`src/design/pwm_timebase_and_duty_setup_macros.svh`:
```
// Assertion macros shared by the PWM timebase block.
`ifndef PWM_TIMEBASE_AND_DUTY_SETUP_MACROS_SVH
`define PWM_TIMEBASE_AND_DUTY_SETUP_MACROS_SVH

// Same-cycle implication, disabled while reset is held.
`define PTDS_ASSERT_IMP(name, clk, rst_n, ante, cons) \
  name: assert property (@(posedge clk) disable iff (!rst_n) (ante) |-> (cons)) \
    else $error("ptds assertion failed");

// Next-cycle implication, disabled while reset is held.
`define PTDS_ASSERT_NXT(name, clk, rst_n, ante, cons) \
  name: assert property (@(posedge clk) disable iff (!rst_n) (ante) |=> (cons)) \
    else $error("ptds assertion failed");

`endif

```
`src/design/ptds_pkg.sv`:
```
// Types, constants and the prescaler table of the PWM timebase block.
package ptds_pkg;

  localparam int unsigned DIV_W     = 32;
  localparam int unsigned PERIOD_W  = 16;
  localparam int unsigned VALUE_W   = 16;
  localparam int unsigned CH_W      = 4;
  localparam int unsigned RES_W     = 5;
  localparam int unsigned PRESC_W   = 3;
  localparam int unsigned NUM_CHANNELS_DEF = 9;

  localparam logic [RES_W-1:0]    RES_MAX      = 5'd16;
  localparam logic [PERIOD_W-1:0] PERIOD_MAX   = 16'hFFFF;
  localparam logic [PERIOD_W-1:0] PERIOD_RESET = 16'd637;
  localparam logic [PRESC_W-1:0]  PRESC_LAST   = 3'd7;
  localparam logic [DIV_W-1:0]    CLOCK_RESET  = 32'd80000000;
  localparam logic [DIV_W-1:0]    FREQ_RESET   = 32'd490;
  localparam logic [RES_W-1:0]    RES_RESET    = 5'd8;

  // The clock dividers 1, 2, 4, 6, 16, 32, 64 and 256 are right shifts; the divider
  // of six also needs a divide by three after its shift.
  localparam logic [3:0] PRESC_SHIFT [8] = '{
    4'd0, 4'd1, 4'd2, 4'd1, 4'd4, 4'd5, 4'd6, 4'd8
  };
  localparam logic [PRESC_W-1:0] PRESC_DIV3 = 3'd3;

  // (2^33 + 1) / 3: multiplying by it and shifting right by 33 divides any 32-bit
  // value by three exactly.
  localparam logic [DIV_W-1:0] THIRD_RECIP = 32'hAAAA_AAAB;

  typedef enum logic [0:0] {
    OP_WRITE = 1'b0,
    OP_OFF   = 1'b1
  } ptds_op_t;

  typedef enum logic [1:0] {
    MODE_LOW  = 2'd0,
    MODE_HIGH = 2'd1,
    MODE_PWM  = 2'd2,
    MODE_OFF  = 2'd3
  } ptds_mode_t;

  typedef enum logic [1:0] {
    REG_CLOCK_HZ   = 2'd0,
    REG_PWM_FREQ   = 2'd1,
    REG_RESOLUTION = 2'd2
  } ptds_reg_t;

  typedef struct packed {
    ptds_op_t            opcode;
    logic [CH_W-1:0]     channel;
    logic                pwm_capable;
    logic [VALUE_W-1:0]  value;
  } ptds_in_t;

  typedef struct packed {
    ptds_mode_t          mode;
    logic [PERIOD_W-1:0] duty_compare;
    logic [PERIOD_W-1:0] timer_period;
    logic [PRESC_W-1:0]  prescaler_code;
    logic                timer_enabled;
    logic                channel_was_new;
  } ptds_out_t;

  typedef struct packed {
    logic [1:0]       index;
    logic [DIV_W-1:0] value;
  } ptds_cfg_t;

  // Commands from the controller to the datapath.
  typedef struct packed {
    logic item_load;
    logic eval_apply;
    logic code_clear;
    logic code_inc;
    logic div_start;
    logic tb_store;
    logic tb_saturate;
    logic mul;
    logic shift;
    logic out_load;
  } ptds_cmd_t;

  // Status from the datapath to the controller.
  typedef struct packed {
    logic is_pwm;
    logic mask_empty;
    logic div_busy;
    logic fits;
    logic code_last;
  } ptds_sts_t;

endpackage

```
`src/design/ptds_chan_if.sv`:
```
// Valid/ready channel interface carrying one payload type.
interface ptds_chan_if #(
  parameter type payload_t = logic
);
  logic     valid;
  logic     ready;
  payload_t data;

  modport source (output valid, output data, input ready);
  modport sink   (input valid, input data, output ready);
endinterface

```
`src/design/ptds_div.sv`:
```
// Restoring unsigned divider producing one quotient bit per cycle.
module ptds_div (
  input  logic                      clk,
  input  logic                      rst_n,
  input  logic                      start,
  input  logic [ptds_pkg::DIV_W-1:0] dividend,
  input  logic [ptds_pkg::DIV_W-1:0] divisor,
  output logic                      busy,
  output logic [ptds_pkg::DIV_W-1:0] quotient
);
  import ptds_pkg::*;

  localparam int unsigned CNT_W = $clog2(DIV_W);

  logic             busy_r, busy_nxt;
  logic [CNT_W-1:0] cnt_r, cnt_nxt;
  logic [DIV_W-1:0] rem_r, rem_nxt;
  logic [DIV_W-1:0] quo_r, quo_nxt;
  logic [DIV_W-1:0] dsr_r, dsr_nxt;
  logic [DIV_W:0]   trial;

  // The remainder stays below the divisor, so the top bit of the trial is the borrow.
  assign trial = {rem_r, quo_r[DIV_W-1]} - {1'b0, dsr_r};

  always_comb begin
    busy_nxt = busy_r;
    cnt_nxt  = cnt_r;
    rem_nxt  = rem_r;
    quo_nxt  = quo_r;
    dsr_nxt  = dsr_r;
    if (start) begin
      busy_nxt = 1'b1;
      cnt_nxt  = CNT_W'(DIV_W - 1);
      rem_nxt  = '0;
      quo_nxt  = dividend;
      dsr_nxt  = divisor;
    end else if (busy_r) begin
      cnt_nxt = cnt_r - CNT_W'(1);
      if (cnt_r == '0) begin
        busy_nxt = 1'b0;
      end
      if (!trial[DIV_W]) begin
        rem_nxt = trial[DIV_W-1:0];
        quo_nxt = {quo_r[DIV_W-2:0], 1'b1};
      end else begin
        rem_nxt = {rem_r[DIV_W-2:0], quo_r[DIV_W-1]};
        quo_nxt = {quo_r[DIV_W-2:0], 1'b0};
      end
    end
  end

  always_ff @(posedge clk) begin
    if (!rst_n) begin
      busy_r <= 1'b0;
      cnt_r  <= '0;
    end else begin
      busy_r <= busy_nxt;
      cnt_r  <= cnt_nxt;
    end
  end

  always_ff @(posedge clk) begin
    rem_r <= rem_nxt;
    quo_r <= quo_nxt;
    dsr_r <= dsr_nxt;
  end

  assign busy     = busy_r;
  assign quotient = quo_r;

endmodule

```
`src/design/ptds_dp.sv`:
```
// Datapath: configuration, channel mask, timebase search and duty computation.
module ptds_dp #(
  parameter int unsigned NUM_CHANNELS = ptds_pkg::NUM_CHANNELS_DEF
) (
  input  logic                clk,
  input  logic                rst_n,
  input  logic                cfg_we,
  input  ptds_pkg::ptds_cfg_t cfg_data,
  input  ptds_pkg::ptds_in_t  in_data,
  input  ptds_pkg::ptds_cmd_t cmd,
  output ptds_pkg::ptds_sts_t sts,
  output ptds_pkg::ptds_out_t out_data
);
  import ptds_pkg::*;

  logic [DIV_W-1:0]        clock_r;
  logic [DIV_W-1:0]        freq_r;
  logic [RES_W-1:0]        res_r;
  logic [NUM_CHANNELS-1:0] mask_r;
  logic [PERIOD_W-1:0]     period_r;
  logic [PRESC_W-1:0]      presc_r;
  logic [PRESC_W-1:0]      code_r;
  ptds_in_t                item_r;
  ptds_mode_t              mode_r;
  logic [PERIOD_W-1:0]     duty_r;
  logic                    was_new_r;
  logic [2*PERIOD_W-1:0]   product_r;
  ptds_out_t               out_r;

  logic [NUM_CHANNELS-1:0] ch_bit;
  logic                    in_range;
  logic [RES_W-1:0]        res_eff;
  logic [RES_MAX:0]        full;
  logic [RES_MAX:0]        full_m1;
  logic [RES_MAX:0]        half;
  logic [RES_MAX:0]        value_x;
  logic                    steady;
  logic                    level_high;
  logic [DIV_W-1:0]        freq_eff;
  logic [DIV_W-1:0]        clk_shifted;
  logic [2*DIV_W-1:0]      third_prod;
  logic [DIV_W-1:0]        div_dividend;
  logic [DIV_W-1:0]        div_divisor;
  logic                    div_busy;
  logic [DIV_W-1:0]        quotient;
  logic [2*PERIOD_W-1:0]   shifted;

  always_comb begin
    for (int i = 0; i < NUM_CHANNELS; i++) begin
      ch_bit[i] = (item_r.channel == CH_W'(i));
    end
  end
  assign in_range = |ch_bit;

  // Resolution above sixteen acts as sixteen.
  assign res_eff    = (res_r > RES_MAX) ? RES_MAX : res_r;
  assign full       = (RES_MAX + 1)'(1) << res_eff;
  assign full_m1    = full - (RES_MAX + 1)'(1);
  assign half       = full >> 1;
  assign value_x    = (RES_MAX + 1)'(item_r.value);
  assign steady     = !item_r.pwm_capable || !in_range || (item_r.value == '0) ||
                      (value_x >= full_m1);
  assign level_high = (value_x >= half);

  assign freq_eff = (freq_r == '0) ? DIV_W'(1) : freq_r;

  // The prescaled clock needs no divider: a shift, plus a multiply by the
  // reciprocal of three for the divider of six.
  assign clk_shifted  = clock_r >> PRESC_SHIFT[code_r];
  assign third_prod   = clk_shifted * THIRD_RECIP;
  assign div_dividend = (code_r == PRESC_DIV3) ? {1'b0, third_prod[2*DIV_W-1:DIV_W+1]} :
                        clk_shifted;
  assign div_divisor  = freq_eff;

  ptds_div u_div (
    .clk      (clk),
    .rst_n    (rst_n),
    .start    (cmd.div_start),
    .dividend (div_dividend),
    .divisor  (div_divisor),
    .busy     (div_busy),
    .quotient (quotient)
  );

  assign shifted = product_r >> res_eff;

  always_ff @(posedge clk) begin
    if (!rst_n) begin
      clock_r  <= CLOCK_RESET;
      freq_r   <= FREQ_RESET;
      res_r    <= RES_RESET;
      mask_r   <= '0;
      period_r <= PERIOD_RESET;
      presc_r  <= '0;
      code_r   <= '0;
    end else begin
      if (cfg_we) begin
        case (cfg_data.index)
          REG_CLOCK_HZ:   clock_r <= cfg_data.value;
          REG_PWM_FREQ:   freq_r  <= cfg_data.value;
          REG_RESOLUTION: res_r   <= cfg_data.value[RES_W-1:0];
          default: ;
        endcase
      end
      if (cmd.code_clear) begin
        code_r <= '0;
      end else if (cmd.code_inc) begin
        code_r <= code_r + PRESC_W'(1);
      end
      if (cmd.tb_store) begin
        period_r <= quotient[PERIOD_W-1:0];
        presc_r  <= code_r;
      end else if (cmd.tb_saturate) begin
        period_r <= PERIOD_MAX;
        presc_r  <= PRESC_LAST;
      end
      if (cmd.eval_apply) begin
        // A turn-off always clears; a steady write clears only for a capable pin.
        if (item_r.opcode == OP_OFF || item_r.pwm_capable) begin
          mask_r <= mask_r & ~ch_bit;
        end
      end else if (cmd.mul) begin
        mask_r <= mask_r | ch_bit;
      end
    end
  end

  always_ff @(posedge clk) begin
    if (cmd.item_load) begin
      item_r <= in_data;
    end
    if (cmd.eval_apply) begin
      duty_r    <= '0;
      was_new_r <= 1'b0;
      if (item_r.opcode == OP_OFF) begin
        mode_r <= MODE_OFF;
      end else begin
        mode_r <= level_high ? MODE_HIGH : MODE_LOW;
      end
    end
    if (cmd.mul) begin
      product_r <= period_r * item_r.value;
      was_new_r <= ((mask_r & ch_bit) == '0);
      mode_r    <= MODE_PWM;
    end
    if (cmd.shift) begin
      duty_r <= shifted[PERIOD_W-1:0];
    end
    if (cmd.out_load) begin
      out_r.mode            <= mode_r;
      out_r.duty_compare    <= duty_r;
      out_r.timer_period    <= period_r;
      out_r.prescaler_code  <= presc_r;
      out_r.timer_enabled   <= (mask_r != '0);
      out_r.channel_was_new <= was_new_r;
    end
  end

  assign sts.is_pwm     = (item_r.opcode == OP_WRITE) && !steady;
  assign sts.mask_empty = (mask_r == '0);
  assign sts.div_busy   = div_busy;
  assign sts.fits       = (quotient[DIV_W-1:PERIOD_W] == '0);
  assign sts.code_last  = (code_r == PRESC_LAST);

  assign out_data = out_r;

endmodule

```
`src/design/ptds_ctrl.sv`:
```
// Controller state machine sequencing each request through the datapath.
`include "pwm_timebase_and_duty_setup_macros.svh"

module ptds_ctrl (
  input  logic                clk,
  input  logic                rst_n,
  input  logic                in_valid,
  input  logic                out_ready,
  input  ptds_pkg::ptds_sts_t sts,
  output logic                in_ready,
  output logic                out_valid,
  output ptds_pkg::ptds_cmd_t cmd
);
  import ptds_pkg::*;

  typedef enum logic [7:0] {
    S_IDLE  = 8'b00000001,
    S_EVAL  = 8'b00000010,
    S_DIV   = 8'b00000100,
    S_DIV_W = 8'b00001000,
    S_CHECK = 8'b00010000,
    S_MUL   = 8'b00100000,
    S_SHIFT = 8'b01000000,
    S_DONE  = 8'b10000000
  } ptds_state_t;

  ptds_state_t state_r, state_nxt;
  logic        out_valid_r, out_valid_nxt;

  assign in_ready  = (state_r == S_IDLE);
  assign out_valid = out_valid_r;

  always_comb begin
    state_nxt = state_r;
    cmd       = '0;
    case (state_r)
      S_IDLE: begin
        if (in_valid) begin
          cmd.item_load = 1'b1;
          state_nxt     = S_EVAL;
        end
      end
      S_EVAL: begin
        if (!sts.is_pwm) begin
          cmd.eval_apply = 1'b1;
          state_nxt      = S_DONE;
        end else if (sts.mask_empty) begin
          // First active channel: search the dividers for a period that fits.
          cmd.code_clear = 1'b1;
          state_nxt      = S_DIV;
        end else begin
          state_nxt = S_MUL;
        end
      end
      S_DIV: begin
        cmd.div_start = 1'b1;
        state_nxt     = S_DIV_W;
      end
      S_DIV_W: begin
        if (!sts.div_busy) begin
          state_nxt = S_CHECK;
        end
      end
      S_CHECK: begin
        if (sts.fits) begin
          cmd.tb_store = 1'b1;
          state_nxt    = S_MUL;
        end else if (sts.code_last) begin
          cmd.tb_saturate = 1'b1;
          state_nxt       = S_MUL;
        end else begin
          cmd.code_inc = 1'b1;
          state_nxt    = S_DIV;
        end
      end
      S_MUL: begin
        cmd.mul   = 1'b1;
        state_nxt = S_SHIFT;
      end
      S_SHIFT: begin
        cmd.shift = 1'b1;
        state_nxt = S_DONE;
      end
      S_DONE: begin
        if (!out_valid_r || out_ready) begin
          cmd.out_load = 1'b1;
          state_nxt    = S_IDLE;
        end
      end
      default: begin
        state_nxt = S_IDLE;
      end
    endcase
  end

  always_comb begin
    if (cmd.out_load) begin
      out_valid_nxt = 1'b1;
    end else if (out_ready) begin
      out_valid_nxt = 1'b0;
    end else begin
      out_valid_nxt = out_valid_r;
    end
  end

  always_ff @(posedge clk) begin
    if (!rst_n) begin
      state_r     <= S_IDLE;
      out_valid_r <= 1'b0;
    end else begin
      state_r     <= state_nxt;
      out_valid_r <= out_valid_nxt;
    end
  end

  `PTDS_ASSERT_NXT(a_one_in_flight, clk, rst_n, in_valid && in_ready, !in_ready)
  `PTDS_ASSERT_IMP(a_no_overwrite, clk, rst_n, cmd.out_load, !out_valid_r || out_ready)
  `PTDS_ASSERT_IMP(a_div_start_idle, clk, rst_n, cmd.div_start, !sts.div_busy)
  `PTDS_ASSERT_IMP(a_code_in_range, clk, rst_n, cmd.code_inc, !sts.code_last)

endmodule

```
`src/design/pwm_timebase_and_duty_setup.sv`:
```
// Top level of the PWM timebase and duty setup block.
//
//   channel  direction  payload                                     handshake
//   in_ch    sink       opcode, channel, pwm_capable, value         valid/ready
//   out_ch   source     mode, duty, period, prescaler, flags        valid/ready
//   cfg_ch   sink       register index, 32-bit write data           valid/ready
//
// A steady level or a turn-off passes EVAL and DONE; a PWM write on a running timebase
// passes EVAL, MUL, SHIFT and DONE. The first activating write searches the dividers:
// each divider tried runs one 32-step division by the frequency (DIV, DIV_W, CHECK),
// and the chosen or saturated timebase then goes on through MUL, SHIFT and DONE.
// One request is in flight at a time; a new one is taken while the last result waits.
// Reset is synchronous and active low; configuration writes are always accepted.
module pwm_timebase_and_duty_setup #(
  parameter int unsigned NUM_CHANNELS = ptds_pkg::NUM_CHANNELS_DEF
) (
  input  logic        clk,
  input  logic        rst_n,
  ptds_chan_if.sink   in_ch,
  ptds_chan_if.source out_ch,
  ptds_chan_if.sink   cfg_ch
);
  import ptds_pkg::*;

  ptds_cmd_t cmd;
  ptds_sts_t sts;
  ptds_in_t  in_data;
  ptds_out_t out_data;
  ptds_cfg_t cfg_data;
  logic      in_ready;
  logic      out_valid;

  assign in_data  = in_ch.data;
  assign cfg_data = cfg_ch.data;

  assign in_ch.ready  = in_ready;
  assign cfg_ch.ready = 1'b1;
  assign out_ch.valid = out_valid;
  assign out_ch.data  = out_data;

  ptds_ctrl u_ctrl (
    .clk       (clk),
    .rst_n     (rst_n),
    .in_valid  (in_ch.valid),
    .out_ready (out_ch.ready),
    .sts       (sts),
    .in_ready  (in_ready),
    .out_valid (out_valid),
    .cmd       (cmd)
  );

  ptds_dp #(
    .NUM_CHANNELS (NUM_CHANNELS)
  ) u_dp (
    .clk      (clk),
    .rst_n    (rst_n),
    .cfg_we   (cfg_ch.valid),
    .cfg_data (cfg_data),
    .in_data  (in_data),
    .cmd      (cmd),
    .sts      (sts),
    .out_data (out_data)
  );

endmodule

```
`src/flat_wrapper.sv`:
```
// flat-port wrapper written by rule: the top's interface ports become plain ports
module pwm_timebase_and_duty_setup_flat import ptds_pkg::*;
#(
  parameter int unsigned NUM_CHANNELS = ptds_pkg::NUM_CHANNELS_DEF
)
  (clk, rst_n, in_ch_valid, in_ch_data, in_ch_ready, out_ch_valid, out_ch_data, out_ch_ready, cfg_ch_valid, cfg_ch_data, cfg_ch_ready);
  ptds_chan_if #(.payload_t(ptds_in_t)) in_ch_i ();
  ptds_chan_if #(.payload_t(ptds_out_t)) out_ch_i ();
  ptds_chan_if #(.payload_t(ptds_cfg_t)) cfg_ch_i ();
  input  logic clk;
  input  logic rst_n;
  input wire logic [$bits(in_ch_i.valid)-1:0] in_ch_valid;
  input wire logic [$bits(in_ch_i.data)-1:0] in_ch_data;
  output wire logic [$bits(in_ch_i.ready)-1:0] in_ch_ready;
  output wire logic [$bits(out_ch_i.valid)-1:0] out_ch_valid;
  output wire logic [$bits(out_ch_i.data)-1:0] out_ch_data;
  input wire logic [$bits(out_ch_i.ready)-1:0] out_ch_ready;
  input wire logic [$bits(cfg_ch_i.valid)-1:0] cfg_ch_valid;
  input wire logic [$bits(cfg_ch_i.data)-1:0] cfg_ch_data;
  output wire logic [$bits(cfg_ch_i.ready)-1:0] cfg_ch_ready;
  assign in_ch_i.valid = in_ch_valid;
  assign in_ch_i.data = in_ch_data;
  assign in_ch_ready = in_ch_i.ready;
  assign out_ch_valid = out_ch_i.valid;
  assign out_ch_data = out_ch_i.data;
  assign out_ch_i.ready = out_ch_ready;
  assign cfg_ch_i.valid = cfg_ch_valid;
  assign cfg_ch_i.data = cfg_ch_data;
  assign cfg_ch_ready = cfg_ch_i.ready;
  pwm_timebase_and_duty_setup #(.NUM_CHANNELS(NUM_CHANNELS)) u_core (.clk(clk), .rst_n(rst_n), .in_ch(in_ch_i), .out_ch(out_ch_i), .cfg_ch(cfg_ch_i));
endmodule
```
`config.mk`:
```
export PLATFORM = sky130hd
export DESIGN_NAME = pwm_timebase_and_duty_setup_flat
export DESIGN_NICKNAME = d
export VERILOG_FILES = /design/src/design/ptds_pkg.sv /design/src/design/ptds_chan_if.sv /design/src/design/ptds_div.sv /design/src/design/ptds_dp.sv /design/src/design/ptds_ctrl.sv /design/src/design/pwm_timebase_and_duty_setup.sv /design/src/flat_wrapper.sv
export VERILOG_INCLUDE_DIRS = /design/src /design/src/design
export SDC_FILE = /design/constraint.sdc
export NUM_CORES = 2
export LEC_CHECK = 0
export ABC_AREA = 0
export BUFFER_PORTS_ARGS = -buffer_cell sky130_fd_sc_hd__buf_4
export CORE_MARGIN = 8
export CORE_UTILIZATION = 55
export CTS_CLUSTER_SIZE = 28
export DETAILED_ROUTE_END_ITERATION = 6
export PLACE_DENSITY = 0.75
export SYNTH_ARGS = -nofsm -noshare
export SYNTH_HDL_FRONTEND = slang
export SYNTH_SLANG_ARGS = --single-unit
```
`constraint.sdc`:
```
create_clock -name clk -period 12.9 [get_ports clk]
set_input_delay 1.935 -clock clk [delete_from_list [all_inputs] [get_ports clk]]
set_output_delay 1.935 -clock clk [all_outputs]
set_load 0.05 [all_outputs]
```
* After elaboration in Yosys (flattened, before gate mapping) *
Memories as Yosys holds them, arrays and structs flattened.
Cells that the tools add are included.

operators by class
  add/sub/neg operators = 4
  $mul = 2
  order comparisons = 4
  equal/unequal tests = 24
  shift operators = 3
  muxes and demuxes = 54
  bitwise gates (word level) = 7
  reduce and logical (&&, ||, !) cells = 31

operator list
  operator                number
  $mux 32                 4
  $mul 32x32->64 const B  1
  $mux 16                 4
  $pmux 8 s8              1
  $mux 8                  5
  $sub 33x32->33          1
  $logic_not 16->1        2
  $logic_not 32->1        1
  $mul 16x16->32          1
  $shr 32x4->32           1
  $shr 32x5->16           1
  $mux 9                  3
  $mux 1                  25
  $and 9x9->9             2
  $logic_not 9->1         2
  $ge 16x17->1            1
  $shl 1x5->17 const A    1
  $sub 17x1->17 const B   1
  $eq 4x3->1 const B      4
  $ge 16x16->1            1
  $mux 5                  3
  $mux 6                  2
  $reduce_bool 2->1       5
  $not 9->9               1
  other kinds (37)        56

word-level totals
  register bits = 323
  memory bits (read-only) = 32
  bits of input ports = 61
  output and inout bits = 42
  word-level logic and storage cells = 158
  memories = 1

memories
  name             words  bits a word  rd ports  clocked after memory_dff  write ports  RTL line       text
  (no name shown)  8      4            1         0                         0            ptds_dp.sv:69  assign clk_shifted = clock_r >> PRESC_SHIFT[code_r];

* Longest topological paths before layout *
  depth in word-level cells = 12
  depth in mapped cells = 39
  mapped depth without buffers = 37

* Hierarchy *
Synthesis repeated with hierarchy kept, for this count alone.

unflattened totals
  cell total of the unflattened synthesis = 4489
  area, all modules = 42642.1 um^2

modules (own cells, without submodules)
  module                       times used  cells an instance  area each (um^2)  seq. area each (um^2)
  ptds_dp                      1           3825               35853.1           5345.1
  ptds_div                     1           582                6140.9            2682.6
  ptds_ctrl                    1           80                 636.9             180.2
  pwm_timebase_and_duty_setup  1           2                  11.3              0.0

* Worst setup path after synthesis *
Ideal clock, no wire load.

  path type = register to register
  start point = register u_core.u_dp.code_r[0]
  end point = register u_core.u_dp.u_div.quo_r[30], in the netlist u_core.u_dp.u_div.quotient[30] (data pin)
  library setup time = 265 ps
  arrival time = 8991 ps
  required time = 12635 ps
  slack = 3645 ps
  stages on the path, launching flop included = 40
  path buffers = 4
  period minus slack after synthesis = 9255 ps
  cells stage by stage = dfxtp_1 -> buf_2 -> inv_1 -> ha_1 -> clkbuf_1 -> clkinv_1 -> buf_1 -> mux2i_1 -> nand2_1 -> and3_1 -> a21oi_1 -> buf_1 -> ha_1 -> xor2_1 -> ha_1 -> nand2b_1 -> fa_1 -> inv_1 -> [... 4 more ...] -> fa_1 -> inv_1 -> fa_1 -> inv_1 -> fa_1 -> inv_1 -> ha_1 -> nand4_1 -> nor3_1 -> nand4_1 -> or4_1 -> a2111o_1 -> nand2_1 -> a31oi_2 -> a21oi_4 -> a21o_2 -> mux2i_1 -> a31oi_1

between the ends
  longest elaborated chain between the ends = 8
  elaborated cells between the ends (all ways) = 9
  those cells by class = 1 x mul; 1 x eq/ne; 1 x shift; 4 x mux; 1 x bitwise; 1 x memory

RTL lines
  element                                     RTL line        text
  start: declaration                          ptds_dp.sv:22   logic [PRESC_W-1:0] code_r;
  start signal: assignment                    ptds_dp.sv:108  code_r <= code_r + PRESC_W'(1);
  $not 3->4 (not written as such)             ptds_dp.sv:69
  $mem_v2 8x4                                 n/a
  $mux 4 (not written as such) (2 in series)  ptds_dp.sv:69
  $shr 32x4->32                               ptds_dp.sv:69
  $mul 32x32->64                              ptds_dp.sv:70   assign third_prod = clk_shifted * THIRD_RECIP;
  $mux 32 (*)                                 ptds_dp.sv:71   assign div_dividend = (code_r == PRESC_DIV3) ? {1'b0, third_prod[2*DIV_W-1:DIV_W+1]} :
  $mux 32 (*)                                 ptds_div.sv:31  if (start) begin
  net u_core.u_dp.u_div.quo_nxt[30]           ptds_div.sv:18  logic [DIV_W-1:0] quo_r, quo_nxt;
  end signal: assignment                      ptds_div.sv:64  quo_r <= quo_nxt;
  end: declaration                            ptds_div.sv:18

The timed path passes the listed nets; every way through them passes the cells marked *. The select of a mux whose other input is x is not followed.
A chain may end at the register's enable or synchronous reset.

* Worst setup path after layout *
  start point = register u_core.u_dp.code_r[0]
  end point = register u_core.u_dp.u_div.quo_r[19], in the netlist u_core.u_dp.u_div.quotient[19] (data pin)

Same word-level chain as after synthesis.

==> summary by stage <==
Status
The flow ran to the end, and the final reports show no timing, DRC or antenna violations.

Run
The max capacitance violation total is 0.

Logic synthesis
The number of nets in the synthesized netlist is 5676. The average instance in the mapped netlist occupies 9.369 µm². The flip-flop and latch count after synthesis is 323. For this run, the register share of the synthesized area comes to 19.22%. Counting flops with a built-in enable in the synthesized netlist gives 174. The warning count from the yosys run is 0. The number of different library cells used by synthesis comes to 91. The async set or reset register ratio after synthesis is 0%. Synthesis produced 4558 cells. The most instantiated flip-flop cell in the synthesis netlist is edfxtp_1. In this run the cell area of the synthesized design comes to 0.04271 mm².

Routing
The remaining antenna violation count is 0. The first-iteration detailed-routing DRC count is 2444. The iteration count of the initial detailed-routing pass is 6. For this block, the via count after detailed routing is 32880. The DRC violations left is 0.

Using the TritonRoute via totals, the vias-per-cell ratio works out to 5.843. After detailed routing, the average wire length per cell comes to 21.81 µm. The total detailed-routing wirelength is 122700 µm.

Worst setup path
Data on the critical path is required at its endpoint by 13.17 ns. At the worst endpoint, the arrival time is 11.04 ns. The critical path capture point type is a flop. The kind of start point of the critical path is a flop. The startpoint identified for the worst register-to-register timing path is u_core.u_dp.code_r[0]. The cell with the biggest individual delay on the critical path is mux2i_2. The worst setup path is of the reg -> reg kind. The first element of the critical path is u_core.u_dp.code_r[0]. In this design, the stage delay of the slowest critical-path cell is 0.92 ns. Along the worst path, the maximum fanout reaches 25. Counting stages on the worst path, the most repeated cell is ha_1.

Placement
The instance area after placement is 0.04457 mm². The congestion estimate from routability-driven global placement came to 1.040. After detailed placement, the design holds a cell count of 5565.

The estimated wirelength of the detail-placed design is 99900 µm. Input and output buffers added on the ports amount to 101.

Global route
The total global routing overflow is 0. The initial antenna violation count came to 1. Entering global routing, the biggest net connects 112 pins. In the global route stage, overall resource usage came out at 28.07%. The via count of the first global-routing pass came to 33180. The wire length of the first global-routing pass is 189800 µm.

Clock network
The number of clock sinks is 323. The CTS tree is done. The cts-stage hold buffer count is 0.

No sink is reached through more buffers than the 3 on the longest clock path. The H-tree was split into 2 levels. The clock tree root buffer cell is clkbuf_16.

The number of cells upsized or downsized after cts is 0. Buffers inserted during clock tree synthesis total 35. The buffer count from post-CTS setup fixing is 0. After clock tree synthesis, the clock-pin slew on the worst setup and hold paths is 0.06 ns. The source-to-sink clock delay at the later pin of the worst-skew pair is 0.53 ns.

Floorplan
The die boundary width is 294.7 µm. The starting density of the core is 55.31%. The die is 294.7 µm tall. The floorplan step defined a die boundary enclosing 0.08682 mm². The core region is 0.07721 mm². Pin placement for this block handled 103 I/O pins.

After floorplanning, the core was divided into 102 placement rows.

Timing
Setup repair after global routing left no endpoint under its margin. Setup violations remaining at the end of the flow were counted as 0. The clock arrives with 0.02017 ns of skew. The final-layout setup total negative slack is 0 ns. Subtracting the final worst setup slack from the clock period gives 10.78 ns. The maximum achievable frequency is 92.78 MHz. The final count of hold timing violations is 0. The actual transition at the worst max-transition pin is 1.157 ns. The final worst-path cycle share is 83.55%. The number of max-slew violations in the final report is 0.

The worst relative slew slack is 22.55%.

Cells and area
The post-route non-filler standard cell count is 5627. The final instance area is 0.04575 mm². The total inserted antenna cells is 0. The fraction of layout cells with a size suffix above 1 is 6.562%.

The number of fillers in the final layout is 6649. For this run, the post-layout net count is 5680. The final core utilization is 59.25%. The area growth from synthesis to final layout is 7.116%.

Worst hold path
The startpoint of the lowest-slack hold path is u_core.u_dp.duty_r[12]. The class of the most critical hold timing path is reg -> reg.

Power and ir drop
The total power is 11380 µW. The total power divided by cell area is 248.9 mW/mm². The peak supply drop is 0.3671 mV. In this run the static leakage power is 0.02271 µW.
state kept, by name, summed over array words and instances, names as in the netlist, 22 cells and up, named ones only:
name,cells
u_core.u_dp.clock_r,32
u_core.u_dp.freq_r,32
u_core.u_dp.item_r,22
u_core.u_dp.out_data,39
u_core.u_dp.product_r,32
u_core.u_dp.u_div.dsr_r,32
u_core.u_dp.u_div.quotient,32
u_core.u_dp.u_div.rem_r,32
cells in the mapped netlist (all sizes together) (42+ instances only):
library cell / n / area share [%]
and3: 43 / 0.63
nand3: 71 / 0.83
a21boi: 66 / 1.2
a21o: 89 / 1.6
nor2b: 45 / 0.66
mux2i: 178 / 4.2
nor2: 141 / 1.2
nor3: 42 / 0.53
edfxtp: 174 / 12
inv: 807 / 7.1
xor2: 43 / 0.88
fa: 552 / 26
a21oi: 221 / 2.6
nand2: 495 / 4.4
o21ai: 127 / 1.5
clkbuf: 183 / 1.6
dfxtp: 149 / 7.0
xnor2: 87 / 1.8
ha: 505 / 15
and2: 118 / 1.7
through the flow:
step,setup slack (ns),hold WS (ns)
global placement,2.330,0.4032
global route,1.674,0.4261
CTS,2.291,0.4190
finish,2.122,0.4150
detailed placement,2.349,0.4075
floorplan,3.645,0.4003
area by class of cell:
class / instances / area (µm²) / share of cell area (%)
Timing Repair Buffer: 177 / 1329 / 2.905
Clock inverter: 21 / 197.7 / 0.4322
Multi-Input combinational cell: 3216 / 30690 / 67.09
Clock buffer: 41 / 982.2 / 2.147
Sequential cell: 323 / 8209 / 17.95
Tap cell: 1040 / 1301 / 2.845
Inverter: 809 / 3037 / 6.638
cell families (layout without fill, tap and decap cells):
kind of cell,count (synthesis),in the layout,share of synthesized area [%]
buf+inv,1019,1048,9.015
simple gates,1105,1105,12.37
xor+xnor,130,130,2.666
other cells,1,1,0.008781
compound gates,727,727,11.15
fa+ha+maj,1057,1057,40.67
mux,196,196,4.899
flops,323,323,19.22
placed cells by master (no fill, tap or decap), types with 7 or more instances in the layout:
master and n:
inv_1 806, o31ai_1 12, a21boi_0 65, xor2_1 43, nand2b_1 29, or3_1 12, mux4_2 7, mux2_2 7
mux2i_1 174, a21o_1 88, nor3_1 40, nor4_1 24, o22ai_1 13, ha_1 504, a21oi_1 219, and3_1 43
nor2b_1 43, clkbuf_16 38, dfxtp_1 148, a211oi_1 35, o221a_2 12, and2_1 117, or2_2 10, o21ai_0 121
a31oi_1 21, a311oi_1 10, nand4_1 30, a22oi_1 12, nand3_1 71, nor2_1 141, nand2_1 495, nand3b_1 16
xnor2_1 86, buf_4 177, o21a_1 25, o21bai_1 16, edfxtp_1 174, fa_1 552
power breakdown:
| group | leakage, µW | switching (µW) | internal, µW |
|---|---|---|---|
| clock | 0.000572 | 434 | 594 |
| combinational | 0.0193 | 5420 | 3620 |
| sequential | 0.00282 | 34.9 | 1280 |
worst paths after layout:
path,end,slack (ns),cells past startpoint
setup / recovery,u_core.u_dp.u_div.quotient[19],2.12,32
hold / removal,u_core.u_dp.out_data[33],0.41,0
setup reg to reg,u_core.u_dp.u_div.quotient[19],2.12,32
hold reg to reg,u_core.u_dp.out_data[33],0.41,0
worst max-delay path: cells and delay by family (launching register included):
kind,cells,cell delay (ns)
and+or+nand+nor,4,1.09
AOI/OAI and AO/OA,7,1.83
muxes,3,1.58
buffers and inverters,6,1.38
DFF,1,0.44
xor gates and xnor gates,3,0.93
adders and majority gates,9,3.23
routing by layer:
metal	vias up	routed length [µm]	track usage (%)
li1	15020	-	-
met1	16280	48930	36.04
met2	1284	58210	46.90
met3	296	8703	3.689
met4	2	6892	13.36
met5	-	7	0
Power figures use the tool's default switching activity.
